### src/asc_pkg.sv
// ----------------------------------------------------------------------------
// asc_pkg
// shared types and constants of the ansi sgr text console
// ----------------------------------------------------------------------------
package asc_pkg;

  localparam logic [1:0] OP_PUT      = 2'd0;
  localparam logic [1:0] OP_SYNC     = 2'd1;
  localparam logic [1:0] OP_ENABLE   = 2'd2;
  localparam logic [1:0] OP_RESERVED = 2'd3;

  localparam logic [1:0] KIND_CELL         = 2'd0;
  localparam logic [1:0] KIND_CLEAR_ROW    = 2'd1;
  localparam logic [1:0] KIND_CLEAR_SCREEN = 2'd2;
  localparam logic [1:0] KIND_CURSOR       = 2'd3;

  localparam logic [7:0] CH_ESC   = 8'h1b;
  localparam logic [7:0] CH_CR    = 8'h0d;
  localparam logic [7:0] CH_LF    = 8'h0a;
  localparam logic [7:0] CH_BS    = 8'h08;
  localparam logic [7:0] CH_TAB   = 8'h09;
  localparam logic [7:0] CH_LBR   = 8'h5b;
  localparam logic [7:0] CH_SEMI  = 8'h3b;
  localparam logic [7:0] CH_M     = 8'h6d;
  localparam logic [7:0] CH_SPACE = 8'h20;
  localparam logic [7:0] CH_ZERO  = 8'h30;
  localparam logic [7:0] CH_NINE  = 8'h39;
  localparam logic [7:0] CH_TILDE = 8'h7e;
  localparam logic [7:0] ATTR_DEFAULT = 8'h07;

  localparam logic [3:0] FG_DEFAULT = 4'd7;
  localparam logic [3:0] BG_DEFAULT = 4'd0;

  typedef enum logic [1:0] {PH_TEXT, PH_ESCAPE, PH_CSI} esc_phase_t;

  typedef enum logic [3:0] {
    S_IDLE, S_DECODE, S_EN_CLR, S_EN_CUR, S_SYNC, S_PUT, S_BS, S_TAB,
    S_WRAP1, S_WRAP2, S_SGR
  } state_t;

  typedef enum logic [2:0] {
    PEN_NONE, PEN_INC, PEN_DEC, PEN_COL0, PEN_HOME, PEN_ROW_ADV
  } pen_op_t;

  typedef enum logic [2:0] {
    ESCOP_NONE, ESCOP_CLEAR, ESCOP_SEEN, ESCOP_START, ESCOP_DIGIT, ESCOP_SEMI,
    ESCOP_FINAL
  } esc_op_t;

  typedef enum logic [2:0] {
    EM_CELL_BYTE, EM_CELL_SPACE, EM_CLEAR_ROW, EM_CLEAR_SCREEN, EM_CURSOR_HOME,
    EM_CURSOR_PEN
  } emit_sel_t;

  typedef struct packed {
    logic      capture;
    logic      emit;
    emit_sel_t sel;
    logic      last;
    pen_op_t   pen_op;
    esc_op_t   esc_op;
    logic      sgr_step;
    logic      set_on;
  } cmd_t;

  typedef struct packed {
    logic [1:0] op;
    logic       console_on;
    esc_phase_t phase;
    logic       is_esc;
    logic       is_cr;
    logic       is_lf;
    logic       is_bs;
    logic       is_tab;
    logic       is_print;
    logic       is_digit;
    logic       is_semi;
    logic       is_m;
    logic       is_lbr;
    logic       col_zero;
    logic       wrap_next;
    logic       tab_last;
    logic       sgr_done;
    logic       out_free;
  } status_t;

  // ansi colour order to vga palette order
  function automatic logic [2:0] ansi_to_pal(input logic [2:0] a);
    logic [2:0] r;
    unique case (a)
      3'd0: r = 3'd0;
      3'd1: r = 3'd4;
      3'd2: r = 3'd2;
      3'd3: r = 3'd6;
      3'd4: r = 3'd1;
      3'd5: r = 3'd5;
      3'd6: r = 3'd3;
      default: r = 3'd7;
    endcase
    return r;
  endfunction

endpackage

### src/asc_ctrl.sv
// ----------------------------------------------------------------------------
// asc_ctrl
// sequencer of the console: decodes one command and steps its results
// ----------------------------------------------------------------------------
module asc_ctrl (
  input  logic             clk,
  input  logic             rst,
  input  logic             in_valid,
  input  asc_pkg::status_t st,
  output logic             in_stall,
  output asc_pkg::cmd_t    cmd
);

  asc_pkg::state_t state, state_next;

  always_ff @(posedge clk) begin
    if (rst) begin
      state <= asc_pkg::S_IDLE;
    end else begin
      state <= state_next;
    end
  end

  always_comb begin
    state_next   = state;
    cmd          = '0;
    cmd.sel      = asc_pkg::EM_CELL_BYTE;
    cmd.pen_op   = asc_pkg::PEN_NONE;
    cmd.esc_op   = asc_pkg::ESCOP_NONE;
    in_stall     = (state != asc_pkg::S_IDLE);
    unique case (state)
      asc_pkg::S_IDLE: begin
        if (in_valid) begin
          cmd.capture = 1'b1;
          state_next  = asc_pkg::S_DECODE;
        end
      end
      asc_pkg::S_DECODE: begin
        state_next = asc_pkg::S_IDLE;
        if (st.op == asc_pkg::OP_ENABLE) begin
          state_next = asc_pkg::S_EN_CLR;
        end else if (st.op == asc_pkg::OP_SYNC && st.console_on) begin
          state_next = asc_pkg::S_SYNC;
        end else if (st.op == asc_pkg::OP_PUT && st.console_on) begin
          priority case (st.phase)
            asc_pkg::PH_ESCAPE: begin
              cmd.esc_op = st.is_lbr ? asc_pkg::ESCOP_START : asc_pkg::ESCOP_CLEAR;
            end
            asc_pkg::PH_CSI: begin
              priority if (st.is_digit) begin
                cmd.esc_op = asc_pkg::ESCOP_DIGIT;
              end else if (st.is_semi) begin
                cmd.esc_op = asc_pkg::ESCOP_SEMI;
              end else if (st.is_m) begin
                cmd.esc_op = asc_pkg::ESCOP_FINAL;
                state_next = asc_pkg::S_SGR;
              end else begin
                cmd.esc_op = asc_pkg::ESCOP_CLEAR;
              end
            end
            default: begin
              priority if (st.is_esc) begin
                cmd.esc_op = asc_pkg::ESCOP_SEEN;
              end else if (st.is_cr) begin
                cmd.pen_op = asc_pkg::PEN_COL0;
              end else if (st.is_lf) begin
                state_next = asc_pkg::S_WRAP1;
              end else if (st.is_bs) begin
                if (!st.col_zero) begin
                  cmd.pen_op = asc_pkg::PEN_DEC;
                  state_next = asc_pkg::S_BS;
                end
              end else if (st.is_tab) begin
                state_next = asc_pkg::S_TAB;
              end else if (st.is_print) begin
                state_next = asc_pkg::S_PUT;
              end
            end
          endcase
        end
      end
      asc_pkg::S_EN_CLR: begin
        if (st.out_free) begin
          cmd.emit   = 1'b1;
          cmd.sel    = asc_pkg::EM_CLEAR_SCREEN;
          state_next = asc_pkg::S_EN_CUR;
        end
      end
      asc_pkg::S_EN_CUR: begin
        if (st.out_free) begin
          cmd.emit   = 1'b1;
          cmd.sel    = asc_pkg::EM_CURSOR_HOME;
          cmd.last   = 1'b1;
          cmd.pen_op = asc_pkg::PEN_HOME;
          cmd.set_on = 1'b1;
          state_next = asc_pkg::S_IDLE;
        end
      end
      asc_pkg::S_SYNC: begin
        if (st.out_free) begin
          cmd.emit   = 1'b1;
          cmd.sel    = asc_pkg::EM_CURSOR_PEN;
          cmd.last   = 1'b1;
          state_next = asc_pkg::S_IDLE;
        end
      end
      asc_pkg::S_PUT: begin
        if (st.out_free) begin
          cmd.emit   = 1'b1;
          cmd.sel    = asc_pkg::EM_CELL_BYTE;
          cmd.last   = !st.wrap_next;
          cmd.pen_op = asc_pkg::PEN_INC;
          state_next = st.wrap_next ? asc_pkg::S_WRAP1 : asc_pkg::S_IDLE;
        end
      end
      asc_pkg::S_BS: begin
        if (st.out_free) begin
          cmd.emit   = 1'b1;
          cmd.sel    = asc_pkg::EM_CELL_SPACE;
          cmd.last   = 1'b1;
          state_next = asc_pkg::S_IDLE;
        end
      end
      asc_pkg::S_TAB: begin
        if (st.out_free) begin
          cmd.emit   = 1'b1;
          cmd.sel    = asc_pkg::EM_CELL_SPACE;
          cmd.last   = st.tab_last;
          cmd.pen_op = asc_pkg::PEN_INC;
          priority if (st.wrap_next) begin
            state_next = asc_pkg::S_WRAP1;
          end else if (st.tab_last) begin
            state_next = asc_pkg::S_IDLE;
          end
        end
      end
      asc_pkg::S_WRAP1: begin
        if (st.out_free) begin
          cmd.emit   = 1'b1;
          cmd.sel    = asc_pkg::EM_CLEAR_ROW;
          cmd.pen_op = asc_pkg::PEN_ROW_ADV;
          state_next = asc_pkg::S_WRAP2;
        end
      end
      asc_pkg::S_WRAP2: begin
        if (st.out_free) begin
          cmd.emit   = 1'b1;
          cmd.sel    = asc_pkg::EM_CLEAR_ROW;
          cmd.last   = 1'b1;
          state_next = asc_pkg::S_IDLE;
        end
      end
      asc_pkg::S_SGR: begin
        cmd.sgr_step = 1'b1;
        if (st.sgr_done) begin
          state_next = asc_pkg::S_IDLE;
        end
      end
      default: begin
        state_next = asc_pkg::S_IDLE;
      end
    endcase
  end

endmodule

### src/asc_dp.sv
// ----------------------------------------------------------------------------
// asc_dp
// console datapath: pen, colours, escape parser, parameter store, result register
// ----------------------------------------------------------------------------
module asc_dp #(
  parameter int COLUMNS    = 80,
  parameter int ROWS       = 25,
  parameter int MAX_PARAMS = 8
) (
  input  logic             clk,
  input  logic             rst,
  input  asc_pkg::cmd_t    cmd,
  output asc_pkg::status_t st,
  input  logic [1:0]       op,
  input  logic [7:0]       byte_in,
  output logic             out_valid,
  input  logic             out_stall,
  output logic [1:0]       kind,
  output logic [10:0]      position,
  output logic [7:0]       glyph,
  output logic [7:0]       attribute,
  output logic             last
);

  localparam int CW  = $clog2(COLUMNS);
  localparam int RW  = $clog2(ROWS);
  localparam int AW  = RW + 9;
  localparam int PCW = $clog2(MAX_PARAMS + 1);
  localparam int PIW = (MAX_PARAMS > 1) ? $clog2(MAX_PARAMS) : 1;

  logic [1:0]           op_q;
  logic [7:0]           byte_q;
  logic                 console_on;
  logic [CW-1:0]        pen_column;
  logic [RW-1:0]        pen_row;
  logic [3:0]           fore_colour;
  logic [3:0]           back_colour;
  logic                 bold_flag;
  asc_pkg::esc_phase_t  escape_phase;
  logic [7:0]           param_store [MAX_PARAMS];
  logic [PCW-1:0]       param_count;
  logic [7:0]           param_accum;
  logic [PIW-1:0]       sgr_index;

  logic [CW:0]          col_inc;
  logic [RW-1:0]        row_next;
  logic [AW-1:0]        addr_full;
  logic [11:0]          acc_mul;
  logic [7:0]           acc_sat;
  logic                 push_ok;
  logic [7:0]           p;
  logic [7:0]           p_off30, p_off40, p_off90, p_off100;
  logic                 out_free;

  assign col_inc   = {1'b0, pen_column} + (CW+1)'(1);
  assign row_next  = (pen_row == RW'(ROWS - 1)) ? '0 : pen_row + RW'(1);
  assign addr_full = AW'(pen_row) * AW'(COLUMNS) + AW'(pen_column);
  assign acc_mul   = {4'd0, param_accum} * 12'd10 + {4'd0, byte_q - asc_pkg::CH_ZERO};
  assign acc_sat   = (acc_mul > 12'd255) ? 8'd255 : acc_mul[7:0];
  assign push_ok   = (param_count < PCW'(MAX_PARAMS));
  assign out_free  = !out_valid || !out_stall;
  assign p         = param_store[sgr_index];
  assign p_off30   = p - 8'd30;
  assign p_off40   = p - 8'd40;
  assign p_off90   = p - 8'd90;
  assign p_off100  = p - 8'd100;

  always_comb begin
    st            = '0;
    st.op         = op_q;
    st.console_on = console_on;
    st.phase      = escape_phase;
    st.is_esc     = (byte_q == asc_pkg::CH_ESC);
    st.is_cr      = (byte_q == asc_pkg::CH_CR);
    st.is_lf      = (byte_q == asc_pkg::CH_LF);
    st.is_bs      = (byte_q == asc_pkg::CH_BS);
    st.is_tab     = (byte_q == asc_pkg::CH_TAB);
    st.is_print   = (byte_q >= asc_pkg::CH_SPACE) && (byte_q <= asc_pkg::CH_TILDE);
    st.is_digit   = (byte_q >= asc_pkg::CH_ZERO) && (byte_q <= asc_pkg::CH_NINE);
    st.is_semi    = (byte_q == asc_pkg::CH_SEMI);
    st.is_m       = (byte_q == asc_pkg::CH_M);
    st.is_lbr     = (byte_q == asc_pkg::CH_LBR);
    st.col_zero   = (pen_column == '0);
    st.wrap_next  = (col_inc >= (CW+1)'(COLUMNS));
    st.tab_last   = (col_inc[1:0] == 2'd0) && !st.wrap_next;
    st.sgr_done   = ((PCW'(sgr_index) + PCW'(1)) >= param_count);
    st.out_free   = out_free;
  end

  // input capture
  always_ff @(posedge clk) begin
    if (cmd.capture) begin
      op_q   <= op;
      byte_q <= byte_in;
    end
  end

  // pen and console enable
  always_ff @(posedge clk) begin
    if (rst) begin
      console_on <= 1'b0;
      pen_column <= '0;
      pen_row    <= '0;
    end else begin
      if (cmd.set_on) begin
        console_on <= 1'b1;
      end
      unique case (cmd.pen_op)
        asc_pkg::PEN_INC:     pen_column <= col_inc[CW-1:0];
        asc_pkg::PEN_DEC:     pen_column <= pen_column - CW'(1);
        asc_pkg::PEN_COL0:    pen_column <= '0;
        asc_pkg::PEN_HOME: begin
          pen_column <= '0;
          pen_row    <= '0;
        end
        asc_pkg::PEN_ROW_ADV: begin
          pen_column <= '0;
          pen_row    <= row_next;
        end
        default: ;
      endcase
    end
  end

  // escape parser
  always_ff @(posedge clk) begin
    if (rst) begin
      escape_phase <= asc_pkg::PH_TEXT;
      param_count  <= '0;
      param_accum  <= '0;
    end else begin
      unique case (cmd.esc_op)
        asc_pkg::ESCOP_CLEAR: escape_phase <= asc_pkg::PH_TEXT;
        asc_pkg::ESCOP_SEEN:  escape_phase <= asc_pkg::PH_ESCAPE;
        asc_pkg::ESCOP_START: begin
          escape_phase <= asc_pkg::PH_CSI;
          param_count  <= '0;
          param_accum  <= '0;
        end
        asc_pkg::ESCOP_DIGIT: param_accum <= acc_sat;
        asc_pkg::ESCOP_SEMI: begin
          if (push_ok) begin
            param_count <= param_count + PCW'(1);
          end
          param_accum <= '0;
        end
        asc_pkg::ESCOP_FINAL: begin
          if (push_ok) begin
            param_count <= param_count + PCW'(1);
          end
          escape_phase <= asc_pkg::PH_TEXT;
        end
        default: ;
      endcase
    end
  end

  // parameter store
  always_ff @(posedge clk) begin
    if ((cmd.esc_op == asc_pkg::ESCOP_SEMI || cmd.esc_op == asc_pkg::ESCOP_FINAL)
        && push_ok) begin
      param_store[param_count[PIW-1:0]] <= param_accum;
    end
  end

  // sgr walk over the stored parameters
  always_ff @(posedge clk) begin
    if (rst) begin
      sgr_index   <= '0;
      fore_colour <= asc_pkg::FG_DEFAULT;
      back_colour <= asc_pkg::BG_DEFAULT;
      bold_flag   <= 1'b0;
    end else if (cmd.esc_op == asc_pkg::ESCOP_FINAL) begin
      sgr_index <= '0;
    end else if (cmd.sgr_step) begin
      sgr_index <= sgr_index + PIW'(1);
      priority if (p == 8'd0) begin
        fore_colour <= asc_pkg::FG_DEFAULT;
        back_colour <= asc_pkg::BG_DEFAULT;
        bold_flag   <= 1'b0;
      end else if (p == 8'd1) begin
        bold_flag <= 1'b1;
      end else if (p == 8'd22) begin
        bold_flag <= 1'b0;
      end else if (p >= 8'd30 && p <= 8'd37) begin
        fore_colour <= {bold_flag, asc_pkg::ansi_to_pal(p_off30[2:0])};
      end else if (p == 8'd39) begin
        fore_colour <= asc_pkg::FG_DEFAULT;
      end else if (p >= 8'd40 && p <= 8'd47) begin
        back_colour <= {1'b0, asc_pkg::ansi_to_pal(p_off40[2:0])};
      end else if (p == 8'd49) begin
        back_colour <= asc_pkg::BG_DEFAULT;
      end else if (p >= 8'd90 && p <= 8'd97) begin
        fore_colour <= {1'b1, asc_pkg::ansi_to_pal(p_off90[2:0])};
      end else if (p >= 8'd100 && p <= 8'd107) begin
        back_colour <= {1'b1, asc_pkg::ansi_to_pal(p_off100[2:0])};
      end
    end
  end

  // result register
  always_ff @(posedge clk) begin
    if (rst) begin
      out_valid <= 1'b0;
    end else if (cmd.emit) begin
      out_valid <= 1'b1;
    end else if (!out_stall) begin
      out_valid <= 1'b0;
    end
  end

  always_ff @(posedge clk) begin
    if (cmd.emit) begin
      last <= cmd.last;
      unique case (cmd.sel)
        asc_pkg::EM_CELL_BYTE: begin
          kind      <= asc_pkg::KIND_CELL;
          position  <= addr_full[10:0];
          glyph     <= byte_q;
          attribute <= {back_colour, fore_colour};
        end
        asc_pkg::EM_CELL_SPACE: begin
          kind      <= asc_pkg::KIND_CELL;
          position  <= addr_full[10:0];
          glyph     <= asc_pkg::CH_SPACE;
          attribute <= {back_colour, fore_colour};
        end
        asc_pkg::EM_CLEAR_ROW: begin
          kind      <= asc_pkg::KIND_CLEAR_ROW;
          position  <= 11'(row_next);
          glyph     <= asc_pkg::CH_SPACE;
          attribute <= asc_pkg::ATTR_DEFAULT;
        end
        asc_pkg::EM_CLEAR_SCREEN: begin
          kind      <= asc_pkg::KIND_CLEAR_SCREEN;
          position  <= '0;
          glyph     <= asc_pkg::CH_SPACE;
          attribute <= asc_pkg::ATTR_DEFAULT;
        end
        asc_pkg::EM_CURSOR_HOME: begin
          kind      <= asc_pkg::KIND_CURSOR;
          position  <= '0;
          glyph     <= '0;
          attribute <= '0;
        end
        default: begin
          kind      <= asc_pkg::KIND_CURSOR;
          position  <= addr_full[10:0];
          glyph     <= '0;
          attribute <= '0;
        end
      endcase
    end
  end

endmodule

### src/ansi_sgr_text_console.sv
// ----------------------------------------------------------------------------
// ansi_sgr_text_console
// text-mode terminal engine with an esc [ ... m colour parser
// ----------------------------------------------------------------------------
// input channel: in_valid / in_stall carry one item of op and byte_in
//   (put byte, sync cursor, enable console); an item is taken when in_valid
//   is high and in_stall low
// output channel: out_valid / out_stall carry screen commands (kind,
//   position, glyph, attribute, last); last marks the final result of an item
// one item at a time: capture, decode, then one result per cycle from the
//   result register while the receiver does not stall; an item may give no
//   result, and at most six (a tab ending in a line wrap)
// an sgr final byte walks the stored parameters one per cycle, at most
//   MAX_PARAMS of them
// in_stall stays high until the sequencer is back in idle
// when the receiver stalls, the held result stays put and the sequencer
//   waits in its emitting state, so nothing is lost or repeated
// reset (rst, synchronous) turns the console off, homes the pen, restores
//   light grey on black and clears the parser; stored parameters are not
//   cleared, as only written entries are ever read
// ----------------------------------------------------------------------------
module ansi_sgr_text_console #(
  parameter int COLUMNS    = 80,
  parameter int ROWS       = 25,
  parameter int MAX_PARAMS = 8
) (
  input  logic        clk,
  input  logic        rst,
  input  logic        in_valid,
  output logic        in_stall,
  input  logic [1:0]  op,
  input  logic [7:0]  byte_in,
  output logic        out_valid,
  input  logic        out_stall,
  output logic [1:0]  kind,
  output logic [10:0] position,
  output logic [7:0]  glyph,
  output logic [7:0]  attribute,
  output logic        last
);

  // command and status between sequencer and datapath
  asc_pkg::cmd_t    cmd;
  asc_pkg::status_t st;

  asc_ctrl u_ctrl (
    .clk      (clk),
    .rst      (rst),
    .in_valid (in_valid),
    .st       (st),
    .in_stall (in_stall),
    .cmd      (cmd)
  );

  asc_dp #(
    .COLUMNS    (COLUMNS),
    .ROWS       (ROWS),
    .MAX_PARAMS (MAX_PARAMS)
  ) u_dp (
    .clk       (clk),
    .rst       (rst),
    .cmd       (cmd),
    .st        (st),
    .op        (op),
    .byte_in   (byte_in),
    .out_valid (out_valid),
    .out_stall (out_stall),
    .kind      (kind),
    .position  (position),
    .glyph     (glyph),
    .attribute (attribute),
    .last      (last)
  );

endmodule
### config.mk
export PLATFORM = sky130hd
export DESIGN_NAME = ansi_sgr_text_console
export DESIGN_NICKNAME = d
export VERILOG_FILES = /design/src/asc_pkg.sv /design/src/asc_ctrl.sv /design/src/asc_dp.sv /design/src/ansi_sgr_text_console.sv
export SDC_FILE = /design/constraint.sdc
export NUM_CORES = 1
export LEC_CHECK = 0
export BUFFER_PORTS_ARGS = -buffer_cell sky130_fd_sc_hd__buf_2
export CAP_MARGIN = 20
export CORE_AREA = 2 2 135 163
export CTS_CLUSTER_DIAMETER = 40
export DETAILED_ROUTE_END_ITERATION = 16
export DIE_AREA = 0 0 137 165
export PLACE_DENSITY_LB_ADDON = 0.05
export REMOVE_ABC_BUFFERS = 1
export SLEW_MARGIN = 15
export SYNTH_ARGS = -nofsm -noshare
export SYNTH_HDL_FRONTEND = slang
export SYNTH_SLANG_ARGS = --single-unit
### constraint.sdc
create_clock -name clk -period 3.7 [get_ports clk]
set_input_delay 0.555 -clock clk [delete_from_list [all_inputs] [get_ports clk]]
set_output_delay 0.555 -clock clk [all_outputs]
set_load 0.01 [all_outputs]
==> run summary <==
OUTCOME
--------------------------------------------------------------------------------------
Status                                                                    complete, no violations

CLOCKING
--------------------------------------------------------------------------------------
Number of buffers inserted during clock tree synthesis                              17
Maximum clock insertion buffer count                                                 2
# H-tree levels                                                                      4
Buffers inserted by post-CTS timing repair                                           0
Number of resized instances in the post-cts repair step                              0
TritonCTS clock tree                                                               yes
Clk sinks                                                                          151
Clock slew at the register clock pins of the worst setup and hold paths        0.06 ns
Number of hold buffers added after CTS                                               0
Clock latency reported for the late side of the worst-skew pair                0.43 ns
Root buffer selected by CTS                                               sky130_fd_sc_hd__clkbuf_16

YOSYS
--------------------------------------------------------------------------------------
Fraction of post-synthesis cell area in the top cell type by area                0.379
Synth Warn #                                                                         0
Netlist area before placement                                                8250 um^2
Post-synthesis cell type with the largest combined area                   sky130_fd_sc_hd__edfxtp_1
Per-instance average area after synthesis                                    11.2 um^2
Primary FF master, synth                                                  sky130_fd_sc_hd__edfxtp_1
EDFF count, synth                                                                  104
Fraction of registers with async set or reset after synthesis                        0
Synth area leaders                                                        sky130_fd_sc_hd__edfxtp_1 38%, sky130_fd_sc_hd__dfxtp_1 11%, sky130_fd_sc_hd__ha_1 7.0%
Count of unique library cells instantiated by Yosys                                 84
Fraction of the yosys area taken by sequential cells                             0.493
Post-Syn Instances                                                                 735
Post-synthesis sequential element count                                            151

GLOBAL ROUTE
--------------------------------------------------------------------------------------
Number of antenna violations at the first check in global routing                    0
Overall track demand over capacity in global routing                             0.183
Global-route wire length before repair                                       31,600 um
Remaining global-route overflow                                                      0
Largest net degree at the start of global routing                                   32
Number of global-route vias before repair                                        5,967

FLOW RUN
--------------------------------------------------------------------------------------
Max cap viols                                                                        0

DRT
--------------------------------------------------------------------------------------
Drt initial violations                                                             351
Avg WL per Cell                                                                18.3 um
Detailed Routing Iterations Pass 1                                                   5
Final ANT Viol Nets                                                                  0
Number of vias after detailed routing                                            5,926
Number of remaining DRC errors                                                       0
Routed wire length                                                           19,600 um
Routed vias/inst                                                                  5.53

CRITICAL PATH
--------------------------------------------------------------------------------------
Worst endpoint required time                                                   4.05 ns
Critical register-to-register path startpoint                             u_dp.param_accum[1]$_SDFFE_PP0P_
Worst setup path startpoint                                               u_dp.param_accum[1]$_SDFFE_PP0P_
Crit Reg-Reg Endpoint                                                     u_dp.param_accum[4]$_SDFFE_PP0P_
Worst Setup Path Type                                                     flip-flop to flip-flop
Critical path endpoint category                                              flip-flop
Crit-path max FO                                                                    12
Startpoint type of the worst setup path                                      flip-flop
CP endpoint                                                               u_dp.param_accum[4]$_SDFFE_PP0P_
Number of cells on the worst reg-to-reg path                                         9
Worst reg2reg setup slack                                                      0.33 ns
Crit path arrival time                                                         3.72 ns

CELLS AND AREA
--------------------------------------------------------------------------------------
Number of fill cells in the layout                                               1,971
Commonest non-fill, non-tap cell in the layout                            sky130_fd_sc_hd__edfxtp_1
Inserted Diodes                                                                      0
Layout Cells excl Fill                                                           1,071
Layout cell share with drive strength beyond 1                                   0.167
Area added between synthesis and finish                                          14.3%
Total number of nets in the final design                                           852
Sequential Area                                                              4060 um^2
Area used by multi-input combinational logic                                 3930 um^2
Highest-count cells in the layout ignoring fill and taps                  104 x sky130_fd_sc_hd__edfxtp_1, 53 x sky130_fd_sc_hd__nand2_1, 47 x sky130_fd_sc_hd__nor2_1, 47 x sky130_fd_sc_hd__dfxtp_1, 46 x sky130_fd_sc_hd__ha_1
Final design instance area without fill                                      9430 um^2

PLACED DESIGN
--------------------------------------------------------------------------------------
Weighted congestion reported at the end of routability-driven placement          0.810
Count of input and output buffers                                                   45
Minimum setup slack after placement                                           0.331 ns
Cell area after placement                                                    8820 um^2
Detailed Place HPWL                                                          14,400 um
# placed instances                                                               1,039

TIMING
--------------------------------------------------------------------------------------
Actual slew at the worst max-slew pin                                         0.847 ns
Minimum period implied by the final worst setup slack                          3.37 ns
Achievable frequency                                                           297 MHz
Unrepaired setup endpoints after global routing                                     no
Max-slew violation total from the final report                                       0
Final sum of negative setup slack                                                 0 ns
Final setup skew                                                             0.0101 ns
Setup Viol. Count Final                                                              0
Final hold slack                                                              0.306 ns
Final period util                                                                0.911
Final Worst Setup Slack                                                       0.330 ns
Slew headroom                                                                    0.430
Final hold violation count                                                           0

POWER AND IR DROP
--------------------------------------------------------------------------------------
Power per cell area                                                        405 nW/um^2
Maximum VDD drop                                                                319 uV
Leakage power of the design                                                    3.70 nW

FLOORPLANNING
--------------------------------------------------------------------------------------
Rows                                                                                58
Core area                                                                  20,900 um^2
DIE WIDTH                                                                       137 um
I/O pins                                                                            46
Initial core utilization                                                         0.395
Die Y-Extent                                                                    165 um
Overall die area                                                           22,600 um^2

MIN PATH
--------------------------------------------------------------------------------------
Min-Delay Path Depth                                                                 1
Kind of path behind the tightest hold check                               input port to flip-flop

==> flip-flops by register name (all words and copies together) (netlist names), 4 cells and up, named ones only <==
name              count
u_ctrl.state          4
u_dp.attribute        8
u_dp.back_colour      4
u_dp.byte_q           8
u_dp.fore_colour      4
u_dp.glyph            8
u_dp.param_accum      8
u_dp.param_count      4
u_dp.param_store     64
u_dp.pen_column       7
u_dp.pen_row          5
u_dp.position        11
==> report_power, final <==
group	switching, mW	internal [mW]
logic	0.125	0.0682
clock network	0.713	1.07
registers	0.0217	1.83
total	0.860	2.96
==> worst min path at each step <==
stage,startpoint,to
5_1_grt,op[0],u_dp.op_q[0]$_DFFE_PP_
3_3_place_gp,u_dp.fore_colour[3]$_SDFFE_PP0P_,u_dp.fore_colour[3]$_SDFFE_PP0P_
3_5_place_dp,u_dp.fore_colour[3]$_SDFFE_PP0P_,u_dp.fore_colour[3]$_SDFFE_PP0P_
4_1_cts,byte_in[7],u_dp.byte_q[7]$_DFFE_PP_
2_1_floorplan,u_dp.fore_colour[3]$_SDFFE_PP0P_,u_dp.fore_colour[3]$_SDFFE_PP0P_
6_report,byte_in[4],u_dp.byte_q[4]$_DFFE_PP_
==> cell type report <==
type                       count  area share
sequential                   151       0.431
multi-input combinational    522       0.417
clock buffer                  18      0.0455
timing repair buffer          64      0.0390
tap                          270      0.0358
clock inverter                14      0.0183
inverter                      32      0.0130
==> metrics by stage <==
step,util,power [mW]
2_1_floorplan,-,1.99
3_3_place_gp,0.422,2.07
3_5_place_dp,0.422,2.08
4_1_cts,0.451,3.86
5_1_grt,0.451,3.95
6_report,0.451,3.82
==> per-layer routing <==
metal,vias up,part of all wire,track usage
met3,34,0.032,0.0264
met5,-,0,0
met2,135,0.51,0.320
met4,0,0.026,0.0759
li1,2885,-,-
met1,2872,0.43,0.225
==> synthesized netlist by cell type, types with 12 or more instances <==
library cell,number
sky130_fd_sc_hd__edfxtp_1,104
sky130_fd_sc_hd__nand3_1,22
sky130_fd_sc_hd__ha_1,46
sky130_fd_sc_hd__xnor2_1,14
sky130_fd_sc_hd__o21ai_0,24
sky130_fd_sc_hd__inv_1,27
sky130_fd_sc_hd__dfxtp_1,47
sky130_fd_sc_hd__and2_1,24
sky130_fd_sc_hd__clkbuf_1,19
sky130_fd_sc_hd__nor3_1,27
sky130_fd_sc_hd__mux2i_1,19
sky130_fd_sc_hd__xor2_1,12
sky130_fd_sc_hd__a21oi_1,44
sky130_fd_sc_hd__nor2_1,48
sky130_fd_sc_hd__nand2_1,53
==> kinds of logic (layout without fill, tap and decap cells) <==
family | Yosys count | count (layout) | synth area share
fa+ha+maj | 50 | 50 | 0.0795
flops | 151 | 151 | 0.493
simple gates | 246 | 246 | 0.156
buf+inv | 62 | 128 | 0.0309
xor+xnor | 26 | 26 | 0.0276
mux | 39 | 39 | 0.0727
compound gates | 161 | 161 | 0.140
==> critical path: stages (launching register included) <==
cell and delay [ns]:
sky130_fd_sc_hd__dfxtp_1 0.59, sky130_fd_sc_hd__ha_1 0.32, sky130_fd_sc_hd__ha_1 0.23, sky130_fd_sc_hd__fa_1 0.45, sky130_fd_sc_hd__ha_1 0.34, sky130_fd_sc_hd__or3_1 0.36, sky130_fd_sc_hd__o2111ai_1 0.11, sky130_fd_sc_hd__mux2i_1 0.61
sky130_fd_sc_hd__nor3_1 0.13, sky130_fd_sc_hd__o2bb2ai_1 0.16
Note: power is estimated with default switching activity, not from simulation.
